File: src/sv/bnms_pkg.sv
`default_nettype none

package bnms_pkg;

    localparam int FIELD_BITS = 12;
    localparam int SCORE_BITS = 16;
    localparam int THR_BITS   = 8;
    localparam int KEPT_BITS  = 6;
    localparam int ADDR_BITS  = 3;
    localparam int RESULT_CAP = 32;

    // register index, taken from paddr[2]
    localparam logic REG_IOU_THR  = 1'b0;
    localparam logic REG_MAX_KEPT = 1'b1;

    localparam logic [THR_BITS-1:0]  THR_RESET  = 8'd128;
    localparam logic [KEPT_BITS-1:0] KEPT_RESET = 6'd32;

    typedef struct packed {
        logic [FIELD_BITS-1:0]        box_x;
        logic [FIELD_BITS-1:0]        box_y;
        logic [FIELD_BITS-1:0]        box_w;
        logic [FIELD_BITS-1:0]        box_h;
        logic signed [SCORE_BITS-1:0] box_score;
        logic                         set_end;
    } t_in_beat;

    typedef struct packed {
        logic                         kept_valid;
        logic [FIELD_BITS-1:0]        out_x;
        logic [FIELD_BITS-1:0]        out_y;
        logic [FIELD_BITS-1:0]        out_w;
        logic [FIELD_BITS-1:0]        out_h;
        logic signed [SCORE_BITS-1:0] out_score;
        logic                         out_last;
        logic                         dropped_overflow;
    } t_out_beat;

    typedef enum logic [2:0] {
        ST_IDLE,
        ST_SCAN,
        ST_DRAIN,
        ST_PICK,
        ST_FLUSH,
        ST_EMPTY
    } t_state;

    typedef struct packed {
        logic load_we;
        logic rd_en;
        logic clr;
        logic supp_en;
        logic pick;
        logic emit;
        logic emit_last;
        logic emit_empty;
        logic dropped;
    } t_dp_cmd;

    typedef struct packed {
        logic min_valid;
        logic pipe_busy;
    } t_dp_stat;

endpackage

`default_nettype wire

File: src/sv/bnms_dp.sv
`default_nettype none

module bnms_dp #(
    parameter int MAX_BOXES  = 32,
    parameter int COORD_BITS = 12
) (
    input  wire logic                          i_clk,
    input  wire logic                          i_rst_n,
    input  wire bnms_pkg::t_dp_cmd             i_cmd,
    input  wire logic [$clog2(MAX_BOXES)-1:0]  i_load_addr,
    input  wire logic [$clog2(MAX_BOXES)-1:0]  i_rd_addr,
    input  wire bnms_pkg::t_in_beat            i_box,
    input  wire logic [bnms_pkg::THR_BITS-1:0] i_thr,
    output bnms_pkg::t_dp_stat                 o_stat,
    output logic                               o_strobe,
    output bnms_pkg::t_out_beat                o_result
);

    localparam int IDXW = $clog2(MAX_BOXES);
    localparam int CB   = COORD_BITS;
    localparam int EW   = CB + 1;
    localparam int AW   = 2 * CB;
    localparam int UW   = AW + 1;
    localparam int PW   = UW + bnms_pkg::THR_BITS;

    typedef struct packed {
        logic [CB-1:0]                          x;
        logic [CB-1:0]                          y;
        logic [CB-1:0]                          w;
        logic [CB-1:0]                          h;
        logic signed [bnms_pkg::SCORE_BITS-1:0] score;
    } t_entry;

    t_entry r_mem [MAX_BOXES];

    t_entry        r_e1, r_e2, r_e3, r_e4, r_e5;
    logic [IDXW-1:0] r_idx1, r_idx2, r_idx3, r_idx4, r_idx5;
    logic [4:0]    r_v;
    logic [CB-1:0] r_dx, r_dy;
    logic [AW-1:0] r_inter3, r_area3, r_inter4, r_area4, r_area5;
    logic [UW-1:0] r_uni;
    logic [PW-1:0] r_prod;
    logic [AW+7:0] r_lhs;

    logic [MAX_BOXES-1:0] r_done;
    logic                 r_minv;
    logic [IDXW-1:0]      r_min_idx;
    t_entry               r_min;
    logic [AW-1:0]        r_min_area;
    t_entry               r_k;
    logic [AW-1:0]        r_ka;

    logic                r_strobe;
    bnms_pkg::t_out_beat r_res;

    t_entry        wr_entry;
    logic [EW-1:0] kx1, ky1, bx1, by1, x1, y1;
    logic [CB-1:0] x0, y0, dx, dy;
    logic          over;
    logic          better;

    always_comb begin
        wr_entry.x     = CB'(i_box.box_x);
        wr_entry.y     = CB'(i_box.box_y);
        wr_entry.w     = CB'(i_box.box_w);
        wr_entry.h     = CB'(i_box.box_h);
        wr_entry.score = i_box.box_score;
    end

    always_ff @(posedge i_clk) begin
        if (i_cmd.load_we) begin
            r_mem[i_load_addr] <= wr_entry;
        end
        if (i_cmd.rd_en) begin
            r_e1   <= r_mem[i_rd_addr];
            r_idx1 <= i_rd_addr;
        end
    end

    // overlap extents against the current kept box
    always_comb begin
        kx1 = {1'b0, r_k.x} + {1'b0, r_k.w};
        ky1 = {1'b0, r_k.y} + {1'b0, r_k.h};
        bx1 = {1'b0, r_e1.x} + {1'b0, r_e1.w};
        by1 = {1'b0, r_e1.y} + {1'b0, r_e1.h};
        x0  = (r_k.x > r_e1.x) ? r_k.x : r_e1.x;
        y0  = (r_k.y > r_e1.y) ? r_k.y : r_e1.y;
        x1  = (kx1 < bx1) ? kx1 : bx1;
        y1  = (ky1 < by1) ? ky1 : by1;
        dx  = (x1 > {1'b0, x0}) ? CB'(x1 - {1'b0, x0}) : '0;
        dy  = (y1 > {1'b0, y0}) ? CB'(y1 - {1'b0, y0}) : '0;
    end

    always_ff @(posedge i_clk) begin
        if (!i_rst_n) begin
            r_v <= '0;
        end else begin
            r_v <= {r_v[3:0], i_cmd.rd_en};
        end
        r_dx     <= dx;
        r_dy     <= dy;
        r_e2     <= r_e1;
        r_idx2   <= r_idx1;
        r_inter3 <= AW'(r_dx) * AW'(r_dy);
        r_area3  <= AW'(r_e2.w) * AW'(r_e2.h);
        r_e3     <= r_e2;
        r_idx3   <= r_idx2;
        r_uni    <= UW'(r_ka) + UW'(r_area3) - UW'(r_inter3);
        r_inter4 <= r_inter3;
        r_area4  <= r_area3;
        r_e4     <= r_e3;
        r_idx4   <= r_idx3;
        r_prod   <= PW'(i_thr) * PW'(r_uni);
        r_lhs    <= {r_inter4, 8'd0};
        r_area5  <= r_area4;
        r_e5     <= r_e4;
        r_idx5   <= r_idx4;
    end

    assign over   = i_cmd.supp_en && (PW'(r_lhs) > r_prod);
    assign better = !r_minv || ($signed(r_e5.score) < $signed(r_min.score));

    // strict compare in ascending index order keeps the earliest box on a tie
    always_ff @(posedge i_clk) begin
        if (!i_rst_n) begin
            r_done <= '0;
            r_minv <= 1'b0;
        end else if (i_cmd.clr) begin
            r_done <= '0;
            r_minv <= 1'b0;
        end else if (i_cmd.pick) begin
            r_done[r_min_idx] <= 1'b1;
            r_minv            <= 1'b0;
            r_k               <= r_min;
            r_ka              <= r_min_area;
        end else if (r_v[4] && !r_done[r_idx5]) begin
            if (over) begin
                r_done[r_idx5] <= 1'b1;
            end else if (better) begin
                r_minv     <= 1'b1;
                r_min      <= r_e5;
                r_min_idx  <= r_idx5;
                r_min_area <= r_area5;
            end
        end
    end

    // r_k holds the box picked last; it goes out when the next pick or the end is known
    always_ff @(posedge i_clk) begin
        if (!i_rst_n) begin
            r_strobe <= 1'b0;
        end else begin
            r_strobe <= i_cmd.emit;
        end
        if (i_cmd.emit) begin
            r_res.kept_valid       <= !i_cmd.emit_empty;
            r_res.out_x            <= i_cmd.emit_empty ? '0 : bnms_pkg::FIELD_BITS'(r_k.x);
            r_res.out_y            <= i_cmd.emit_empty ? '0 : bnms_pkg::FIELD_BITS'(r_k.y);
            r_res.out_w            <= i_cmd.emit_empty ? '0 : bnms_pkg::FIELD_BITS'(r_k.w);
            r_res.out_h            <= i_cmd.emit_empty ? '0 : bnms_pkg::FIELD_BITS'(r_k.h);
            r_res.out_score        <= i_cmd.emit_empty ? '0 : r_k.score;
            r_res.out_last         <= i_cmd.emit_last;
            r_res.dropped_overflow <= i_cmd.dropped;
        end
    end

    assign o_stat.min_valid = r_minv;
    assign o_stat.pipe_busy = |r_v;
    assign o_strobe         = r_strobe;
    assign o_result         = r_res;

endmodule

`default_nettype wire

File: src/sv/bnms_ctrl.sv
`default_nettype none

module bnms_ctrl #(
    parameter int MAX_BOXES = 32
) (
    input  wire logic                           i_clk,
    input  wire logic                           i_rst_n,
    input  wire logic                           i_start,
    input  wire logic                           i_set_end,
    input  wire logic [bnms_pkg::KEPT_BITS-1:0] i_limit,
    input  wire bnms_pkg::t_dp_stat             i_stat,
    output logic                                o_busy,
    output bnms_pkg::t_dp_cmd                   o_cmd,
    output logic [$clog2(MAX_BOXES)-1:0]        o_load_addr,
    output logic [$clog2(MAX_BOXES)-1:0]        o_rd_addr
);

    localparam int IDXW = $clog2(MAX_BOXES);
    localparam int CW   = $clog2(MAX_BOXES + 1);

    bnms_pkg::t_state r_state, n_state;
    logic [CW-1:0]    r_cnt, r_addr, cnt_eff;
    logic             r_ovf, r_supp;
    logic [bnms_pkg::KEPT_BITS-1:0] r_kcnt, kc_next;
    logic             full, acc, scan_last;

    assign full      = (r_cnt == CW'(MAX_BOXES));
    assign acc       = i_start && (r_state == bnms_pkg::ST_IDLE);
    assign cnt_eff   = full ? r_cnt : r_cnt + CW'(1);
    assign scan_last = ((r_addr + CW'(1)) == r_cnt);
    assign kc_next   = r_kcnt + bnms_pkg::KEPT_BITS'(1);

    always_comb begin
        n_state = r_state;
        case (r_state)
            bnms_pkg::ST_IDLE: begin
                if (acc && i_set_end) begin
                    n_state = (cnt_eff == '0) ? bnms_pkg::ST_EMPTY : bnms_pkg::ST_SCAN;
                end
            end
            bnms_pkg::ST_SCAN: begin
                if (scan_last) begin
                    n_state = bnms_pkg::ST_DRAIN;
                end
            end
            bnms_pkg::ST_DRAIN: begin
                if (!i_stat.pipe_busy) begin
                    n_state = bnms_pkg::ST_PICK;
                end
            end
            bnms_pkg::ST_PICK: begin
                if (i_stat.min_valid && (kc_next != i_limit)) begin
                    n_state = bnms_pkg::ST_SCAN;
                end else begin
                    n_state = bnms_pkg::ST_FLUSH;
                end
            end
            bnms_pkg::ST_FLUSH: n_state = bnms_pkg::ST_IDLE;
            bnms_pkg::ST_EMPTY: n_state = bnms_pkg::ST_IDLE;
            default:            n_state = bnms_pkg::ST_IDLE;
        endcase
    end

    always_comb begin
        o_cmd         = '0;
        o_cmd.supp_en = r_supp;
        o_cmd.dropped = r_ovf;
        case (r_state)
            bnms_pkg::ST_IDLE: begin
                o_cmd.load_we = acc && !full;
                o_cmd.clr     = acc && i_set_end;
            end
            bnms_pkg::ST_SCAN: begin
                o_cmd.rd_en = 1'b1;
            end
            bnms_pkg::ST_PICK: begin
                o_cmd.pick = i_stat.min_valid;
                o_cmd.emit = i_stat.min_valid && (r_kcnt != '0);
            end
            bnms_pkg::ST_FLUSH: begin
                o_cmd.emit      = 1'b1;
                o_cmd.emit_last = 1'b1;
            end
            bnms_pkg::ST_EMPTY: begin
                o_cmd.emit       = 1'b1;
                o_cmd.emit_last  = 1'b1;
                o_cmd.emit_empty = 1'b1;
            end
            default: begin
                o_cmd.rd_en = 1'b0;
            end
        endcase
    end

    always_ff @(posedge i_clk) begin
        if (!i_rst_n) begin
            r_state <= bnms_pkg::ST_IDLE;
            r_cnt   <= '0;
            r_ovf   <= 1'b0;
            r_kcnt  <= '0;
            r_addr  <= '0;
            r_supp  <= 1'b0;
        end else begin
            r_state <= n_state;
            case (r_state)
                bnms_pkg::ST_IDLE: begin
                    if (acc) begin
                        r_cnt <= cnt_eff;
                        r_ovf <= r_ovf | full;
                        if (i_set_end) begin
                            r_addr <= '0;
                            r_supp <= 1'b0;
                            r_kcnt <= '0;
                        end
                    end
                end
                bnms_pkg::ST_SCAN: begin
                    r_addr <= r_addr + CW'(1);
                end
                bnms_pkg::ST_PICK: begin
                    if (i_stat.min_valid) begin
                        r_kcnt <= kc_next;
                        r_addr <= '0;
                        r_supp <= 1'b1;
                    end
                end
                bnms_pkg::ST_FLUSH, bnms_pkg::ST_EMPTY: begin
                    r_cnt <= '0;
                    r_ovf <= 1'b0;
                end
                default: begin
                    r_supp <= r_supp;
                end
            endcase
        end
    end

    assign o_busy      = (r_state != bnms_pkg::ST_IDLE);
    assign o_load_addr = r_cnt[IDXW-1:0];
    assign o_rd_addr   = r_addr[IDXW-1:0];

endmodule

`default_nettype wire

File: src/sv/box_non_maximum_suppression.sv
// Channel   Handshake                         Beat
// input     start && !busy                    i_box    (t_in_beat)
// result    o_strobe, one cycle, no stall     o_result (t_out_beat)
// config    psel & penable & pwrite & pready  pwdata at paddr 0 / 4
//
// Loading takes one beat per cycle while busy is low. After the set_end beat,
// each pick scans all n held boxes through the single store read port plus a
// 5-stage overlap pipeline; once the set is done, start is taken again.
// Results leave one per pick; the receiver cannot stall them.
// Reset (synchronous, active low) empties the set and restores both registers.
`default_nettype none

module box_non_maximum_suppression #(
    parameter int MAX_BOXES  = 32,
    parameter int COORD_BITS = 12
) (
    input  wire logic                            i_clk,
    input  wire logic                            i_rst_n,
    input  wire logic                            start,
    output logic                                 busy,
    input  wire bnms_pkg::t_in_beat              i_box,
    output logic                                 o_strobe,
    output bnms_pkg::t_out_beat                  o_result,
    input  wire logic                            psel,
    input  wire logic                            penable,
    input  wire logic                            pwrite,
    input  wire logic [bnms_pkg::ADDR_BITS-1:0]  paddr,
    input  wire logic [31:0]                     pwdata,
    output logic [31:0]                          prdata,
    output logic                                 pready
);

    logic [bnms_pkg::THR_BITS-1:0]  r_thr;
    logic [bnms_pkg::KEPT_BITS-1:0] r_kept, limit;
    logic                           wr_en;
    bnms_pkg::t_dp_cmd              cmd;
    bnms_pkg::t_dp_stat             stat;
    logic [$clog2(MAX_BOXES)-1:0]   load_addr, rd_addr;

    assign pready = 1'b1;
    assign wr_en  = psel && penable && pwrite && pready;

    always_ff @(posedge i_clk) begin
        if (!i_rst_n) begin
            r_thr  <= bnms_pkg::THR_RESET;
            r_kept <= bnms_pkg::KEPT_RESET;
        end else if (wr_en) begin
            case (paddr[2])
                bnms_pkg::REG_IOU_THR:  r_thr  <= pwdata[bnms_pkg::THR_BITS-1:0];
                bnms_pkg::REG_MAX_KEPT: r_kept <= pwdata[bnms_pkg::KEPT_BITS-1:0];
                default:                r_thr  <= r_thr;
            endcase
        end
    end

    always_comb begin
        case (paddr[2])
            bnms_pkg::REG_IOU_THR:  prdata = 32'(r_thr);
            bnms_pkg::REG_MAX_KEPT: prdata = 32'(r_kept);
            default:                prdata = '0;
        endcase
    end

    always_comb begin
        if (r_kept == '0) begin
            limit = bnms_pkg::KEPT_BITS'(1);
        end else if (r_kept > bnms_pkg::KEPT_BITS'(bnms_pkg::RESULT_CAP)) begin
            limit = bnms_pkg::KEPT_BITS'(bnms_pkg::RESULT_CAP);
        end else begin
            limit = r_kept;
        end
    end

    bnms_ctrl #(
        .MAX_BOXES (MAX_BOXES)
    ) u_ctrl (
        .i_clk       (i_clk),
        .i_rst_n     (i_rst_n),
        .i_start     (start),
        .i_set_end   (i_box.set_end),
        .i_limit     (limit),
        .i_stat      (stat),
        .o_busy      (busy),
        .o_cmd       (cmd),
        .o_load_addr (load_addr),
        .o_rd_addr   (rd_addr)
    );

    bnms_dp #(
        .MAX_BOXES  (MAX_BOXES),
        .COORD_BITS (COORD_BITS)
    ) u_dp (
        .i_clk       (i_clk),
        .i_rst_n     (i_rst_n),
        .i_cmd       (cmd),
        .i_load_addr (load_addr),
        .i_rd_addr   (rd_addr),
        .i_box       (i_box),
        .i_thr       (r_thr),
        .o_stat      (stat),
        .o_strobe    (o_strobe),
        .o_result    (o_result)
    );

    a_strobe_from_work: assert property (@(posedge i_clk) disable iff (!i_rst_n)
        o_strobe |-> $past(busy))
        else $error("result beat without a set in progress");

    a_no_result_mid_set: assert property (@(posedge i_clk) disable iff (!i_rst_n)
        (start && !busy && !i_box.set_end) |=> !o_strobe)
        else $error("result beat after a non-final input beat");

    a_last_ends_set: assert property (@(posedge i_clk) disable iff (!i_rst_n)
        (o_strobe && o_result.out_last) |=> !o_strobe)
        else $error("result beat right after the last one");

    a_empty_is_last: assert property (@(posedge i_clk) disable iff (!i_rst_n)
        (o_strobe && !o_result.kept_valid) |-> o_result.out_last)
        else $error("empty result not marked last");

endmodule

`default_nettype wire

File: config.mk
export PLATFORM = sky130hd
export DESIGN_NAME = box_non_maximum_suppression
export DESIGN_NICKNAME = d
export VERILOG_FILES = /design/src/sv/bnms_pkg.sv /design/src/sv/bnms_dp.sv /design/src/sv/bnms_ctrl.sv /design/src/sv/box_non_maximum_suppression.sv
export SDC_FILE = /design/constraint.sdc
export NUM_CORES = 2
export LEC_CHECK = 0
export BUFFER_PORTS_ARGS = -buffer_cell sky130_fd_sc_hd__buf_2
export CAP_MARGIN = 30
export CORE_MARGIN = 2
export CORE_UTILIZATION = 65
export DETAILED_ROUTE_END_ITERATION = 6
export PLACE_DENSITY = 0.83
export SETUP_SLACK_MARGIN = 0.1
export SLEW_MARGIN = 15
export SYNTH_ARGS = -nofsm -noshare
export SYNTH_HDL_FRONTEND = slang
export SYNTH_HIERARCHICAL = 1
export SYNTH_SLANG_ARGS = --single-unit
File: constraint.sdc
create_clock -name i_clk -period 44.1 [get_ports i_clk]
set_input_delay 6.615 -clock i_clk [delete_from_list [all_inputs] [get_ports i_clk]]
set_output_delay 6.615 -clock i_clk [all_outputs]
set_load 0.01 [all_outputs]
Word level (Yosys, flattened, before mapping)
Memories as Yosys holds them, arrays and structs flattened. A register that Yosys moved wholly into a read port is not among the register bits.
Index checks and enable logic that the tools add are counted.
- add/subtract/negate cells: 11
- multiply operators: 3
- $lt $le $gt $ge: 13
- equal/unequal tests: 14
- muxes and demuxes: 46
- bitwise operators: 8
- reduce and logical (&&, ||, !) cells: 40
- operators by type and width (operator ; count):
    $mux W32 ; 3
    $or A32 B32 Y32 ; 2
    $pmux W32 S2 ; 1
    $add A12 B12 Y13 ; 4
    $mul A12 B12 Y24 ; 2
    $mux W6 ; 8
    $gt A32 B33 Y1 ; 1
    $mul A8 B25 Y33 ; 1
    $gt A13 B12 Y1 ; 2
    $lt A13 B13 Y1 ; 2
    $mux W13 ; 2
    $add A24 B24 Y25 ; 1
    $sub A25 B24 Y25 ; 1
    $gt A12 B12 Y1 ; 2
    $mux W12 ; 2
    $pmux W6 S2 ; 2
    $sub A12 B12 Y12 ; 2
    $add A6 B1 Y6 const B ; 3
    $pmux W6 S3 ; 1
    $lt A16 B16 Y1 ; 1
    $mux W1 ; 15
    $mux W3 ; 5
    $logic_not A6 Y1 ; 2
    $lt A5 B6 Y1 const B ; 2
    30 further kinds ; 68
- register bits: 831
- memory bits (writable): 2048
- input bits: 106
- output and inout port bits: 102
- word-level logic and storage cells: 204
- memories kept: 1
- memory list (name ; depth ; width ; rd ports ; clocked after memory_dff ; wr ports ; line ; source):
    u_dp.r_mem ; 32 ; 64 ; 1 ; 1 ; 1 ; bnms_dp.sv:34 ; t_entry r_mem [MAX_BOXES];

Logic depth before layout (Yosys ltp)
- depth in word-level cells: 8
- mapped depth: 28
- mapped depth without buffers: 27

By module
Netlist, hierarchy kept.
- modules (own cells, without submodules) (module ; times used ; cells an instance ; area each (µm²)):
    bnms_dp ; 1 ; 6888 ; 122198.4
    bnms_ctrl ; 1 ; 217 ; 1679.1
    box_non_maximum_suppression ; 1 ; 100 ; 889.6

Least setup slack after synthesis
Ideal clock, no wire load.
- path type: input -> register
- start point: input i_box[0] (netlist bit)
- end point: register u_dp/r_min[0] (netlist bit), enable pin
- library setup time: 1039 ps
- arrival time: 21336 ps
- slack: 21725 ps
- cell stages on the path: 5
- buffers on the path: 1
- cell sequence: nand2_1 > nor2_1 > nand2b_1 > buf_6 > a2111oi_0
- RTL lines (item ; line ; source):
    start, declared ; box_non_maximum_suppression.sv:21 ; input wire bnms_pkg::t_in_beat i_box,
    end signal, assigned ; bnms_dp.sv:141 ; r_min <= r_e5;
    end, declared ; bnms_dp.sv:48 ; t_entry r_min;

Worst setup path after layout
- start point: input paddr[2] (netlist bit)
- end point: output prdata[4]
- longest elaborated chain between the ends: 2
- ends and longest elaborated chain (item ; line ; source):
    start, declared ; box_non_maximum_suppression.sv:27 ; input wire logic [bnms_pkg::ADDR_BITS-1:0] paddr,
    $not A1 Y1 (no line) ; n/a ;
    $pmux W32 S2 * ; box_non_maximum_suppression.sv:57 ; case (paddr[2])
    end, declared ; box_non_maximum_suppression.sv:29 ; output logic [31:0] prdata,
Every way passes the cells marked *; elsewhere a longest branch is shown, timed or not. The select of a mux whose other input is x is not followed.

==> key figures <==
Logic synthesis
  – Top_reg_cell synth: edfxtp_1
  – Sequential share of the synthesized area: 66.2%
  – EDFF count, synth: 2365
  – Mapped cell area: 125000 µm²
  – Cell variety after synth: 92
  – Async SR Flop Fraction: 0%
  – Mapped Cells: 7205
  – Synth Warn #: 6
  – Synth Register Bits: 2943
  – Mean Syn Cell Area: 17.3 µm²

Timing
  – Final period util: 31.6%
  – RSZ-0062 raised after global routing: false
  – Final setup vio count: 0
  – Worst Skew: 75.5 ps
  – Slew @ Worst Pin: 1440 ps
  – Setup_tns: 0 ps
  – WHS: 295 ps
  – Hold Vio Cnt, Final: 0
  – Period minus WS final: 13960 ps
  – Slew Limit Headroom: 3.77%
  – Fmax: 71.7 MHz
  – Fin. max-slew vios: 0

Clocking
  – CTS Hold Bufs: 0
  – Skew-Pair Late Insertion Delay: 960 ps
  – Cts bufs inserted: 299
  – CTS root buf: clkbuf_16
  – Max H-tree Level: 5
  – CTS Sinks: 2943
  – CTS clk-pin slew, worst paths: 70 ps
  – Setup bufs post-CTS: 0
  – Clock tree from TritonCTS: done
  – CTS Buffer Depth: 4
  – Post_cts resized: 0

Floorplan
  – Core Box Area: 190000 µm²
  – DIE AREA: 195000 µm²
  – Horiz. Die Dim: 442 µm
  – Rows: 160
  – Chip height: 442 µm
  – Top Ports: 208
  – Initial core utilization: 65.5%

Place
  – GPL Wtd Cong: 0.878
  – I/O Buffers: 156
  – Post-DP HPWL: 184 mm
  – Placed cell areas: 129000 µm²
  – Cells after DPL: 9693

Setup path
  – R2R Setup Slk: 37170 ps
  – CP Launch Type: primary input
  – Critical path type: primary input to primary output
  – Crit. End Element: primary output
  – Critical path required time: 37490 ps
  – Reg2reg end: u_dp/r_dy[2]
  – CP Max Fanout: 10
  – R2R Path Start: u_dp/r_e1[41]
  – Worst reg-to-reg path cell count: 26
  – CP arrival: 7340 ps

Drt
  – Drt via density: 6.87
  – Pre-Repair DR Iteration Count: 6
  – DRC Markers: 0
  – WL final: 353 mm
  – Violation count after the first detailed-route iteration: 10094
  – DR vias: 70482
  – Final ANT Viol Nets: 0
  – Routed len/inst: 34.4 µm

Outcome
  – Outcome: completed

Worst hold path
  – WHS Path Cells: 0
  – Hold_sp: u_dp/r_e2[12]
  – Hold Path Sink: u_dp/r_e3[12]
  – Hold Crit Class: flop to flop

GRT
  – First-pass GRT wire length: 502 mm
  – Largest net degree at the start of global routing: 159
  – Vias in the first global route: 71524
  – GRT Util Overall: 36.0%
  – GRT overflow: 0
  – Antenna violations before repair: 47

Layout
  – Non-Filler Instances: 10257
  – Net count, final: 8339
  – Post-route cell area: 139000 µm²
  – Layout cells sized above 1: 19.3%
  – Commonest non-fill, non-tap cell in the layout: edfxtp_1
  – Layout area overhead: 11.2%
  – Most frequent cells in the layout: edfxtp_1 (2365), mux4_2 (641), inv_1 (628), dfxtp_1 (573), fa_1 (368)

Run
  – Max-Cap Viols: 0

Power
  – Leakage power: 49.5 nW
  – Pwr Density: 73.2 nW/µm²
  – Peak supply drop: 0.000209 V
[flip-flops by register name, indices dropped and copies added (netlist names), 8 cells and up]
register and flops:
u_dp/r_mem 2048, u_dp/o_result 67, u_dp/r_e1 64, u_dp/r_e2 64, u_dp/r_e3 64, u_dp/r_e4 64
u_dp/r_e5 64, u_dp/r_k 64, u_dp/r_min 64, u_dp/r_prod 33, u_dp/r_done 32, u_dp/r_uni 25
u_dp/r_area3 24, u_dp/r_area4 24, u_dp/r_area5 24, u_dp/r_inter3 24, u_dp/r_inter4 24, u_dp/r_ka 24
u_dp/r_lhs 24, u_dp/r_min_area 24, u_dp/r_dx 12, u_dp/r_dy 12, r_thr 8
[critical path, stage by stage]
cell and delay (ps):
buf_2 210, mux2_2 370, buf_2 140
[cells by family (layout without fill, tap and decap cells)]
group / count (synthesis) / after routing / share of synthesized area, %
flops: 2943 / 2943 / 66.2
simple gates: 1154 / 1154 / 4.69
buf+inv: 926 / 1419 / 2.96
mux: 771 / 771 / 12.8
fa+ha+maj: 733 / 733 / 9.56
compound gates: 527 / 527 / 2.74
xor+xnor: 149 / 149 / 1.05
other cells: 2 / 50 / 0.00602
[layout make-up]
type | instances | area, µm²
diodes | 25 | 62.6
clock buffers | 396 | 8400
clock inverters | 125 | 1250
fillers | 10484 | 51600
inverters | 629 | 2360
multi-input cells | 3359 | 38800
flip-flops and latches | 2943 | 82600
well taps | 2511 | 3140
repair buffers | 269 | 2140
[worst max path at each step]
stage                   from       endpoint  slack, ps  depth (start not counted)
finish              paddr[2]      prdata[4]      30140                          3
global route        paddr[2]      prdata[4]      30120                          3
CTS                 paddr[2]      prdata[4]      30140                          3
detailed placement  paddr[2]      prdata[4]      30140                          3
global placement    paddr[2]      prdata[2]      30150                          3
floorplan           i_box[0]  u_dp/r_min[0]      21730                          5
[cells in the mapped netlist (49+ instances only)]
cell | n | share of area, %
inv_1 | 629 | 1.9
a21o_1 | 72 | 0.43
fa_1 | 368 | 5.9
dfxtp_1 | 578 | 9.3
buf_1 | 56 | 0.17
edfxtp_1 | 2365 | 57
a21oi_1 | 161 | 0.65
xor2_1 | 53 | 0.37
nor2_1 | 189 | 0.57
mux4_2 | 641 | 12
clkbuf_1 | 183 | 0.55
o21ai_0 | 92 | 0.37
nor2b_1 | 110 | 0.55
mux2_2 | 73 | 0.66
and2_1 | 258 | 1.3
xnor2_1 | 96 | 0.67
mux2i_1 | 49 | 0.39
nand2_1 | 359 | 1.1
ha_1 | 364 | 3.7
[power by group]
part	total, W	switching (W)	internal, W
clock	0.00258	0.00110	0.00148
combinational	0.00398	0.00220	0.00178
sequential	0.00360	0.000265	0.00333
total	0.0102	0.00357	0.00658
[metrics by stage]
step | power [W] | worst slack, ps | util, %
after floorplan | 0.00652 | 21730 | -
after global placement | 0.00737 | 30150 | 67.5
after detailed placement | 0.00752 | 30140 | 67.6
after CTS | 0.0102 | 30140 | 72.7
after global routing | 0.0107 | 30120 | 72.9
final | 0.0102 | 30140 | 72.9
[per-layer routing]
| metal | up-vias | part of all wire [%] | global-route usage (%) | routed length [µm] |
|---|---|---|---|---|
| met5 | - | 0.052 | 0 | 183 |
| met4 | 26 | 7.0 | 21.3 | 24900 |
| met3 | 1395 | 11 | 7.47 | 38200 |
| met2 | 5684 | 50 | 59.7 | 175000 |
| met1 | 35947 | 32 | 44.3 | 114000 |
| li1 | 27430 | - | - | - |
Note: power is estimated with default switching activity, not from simulation.
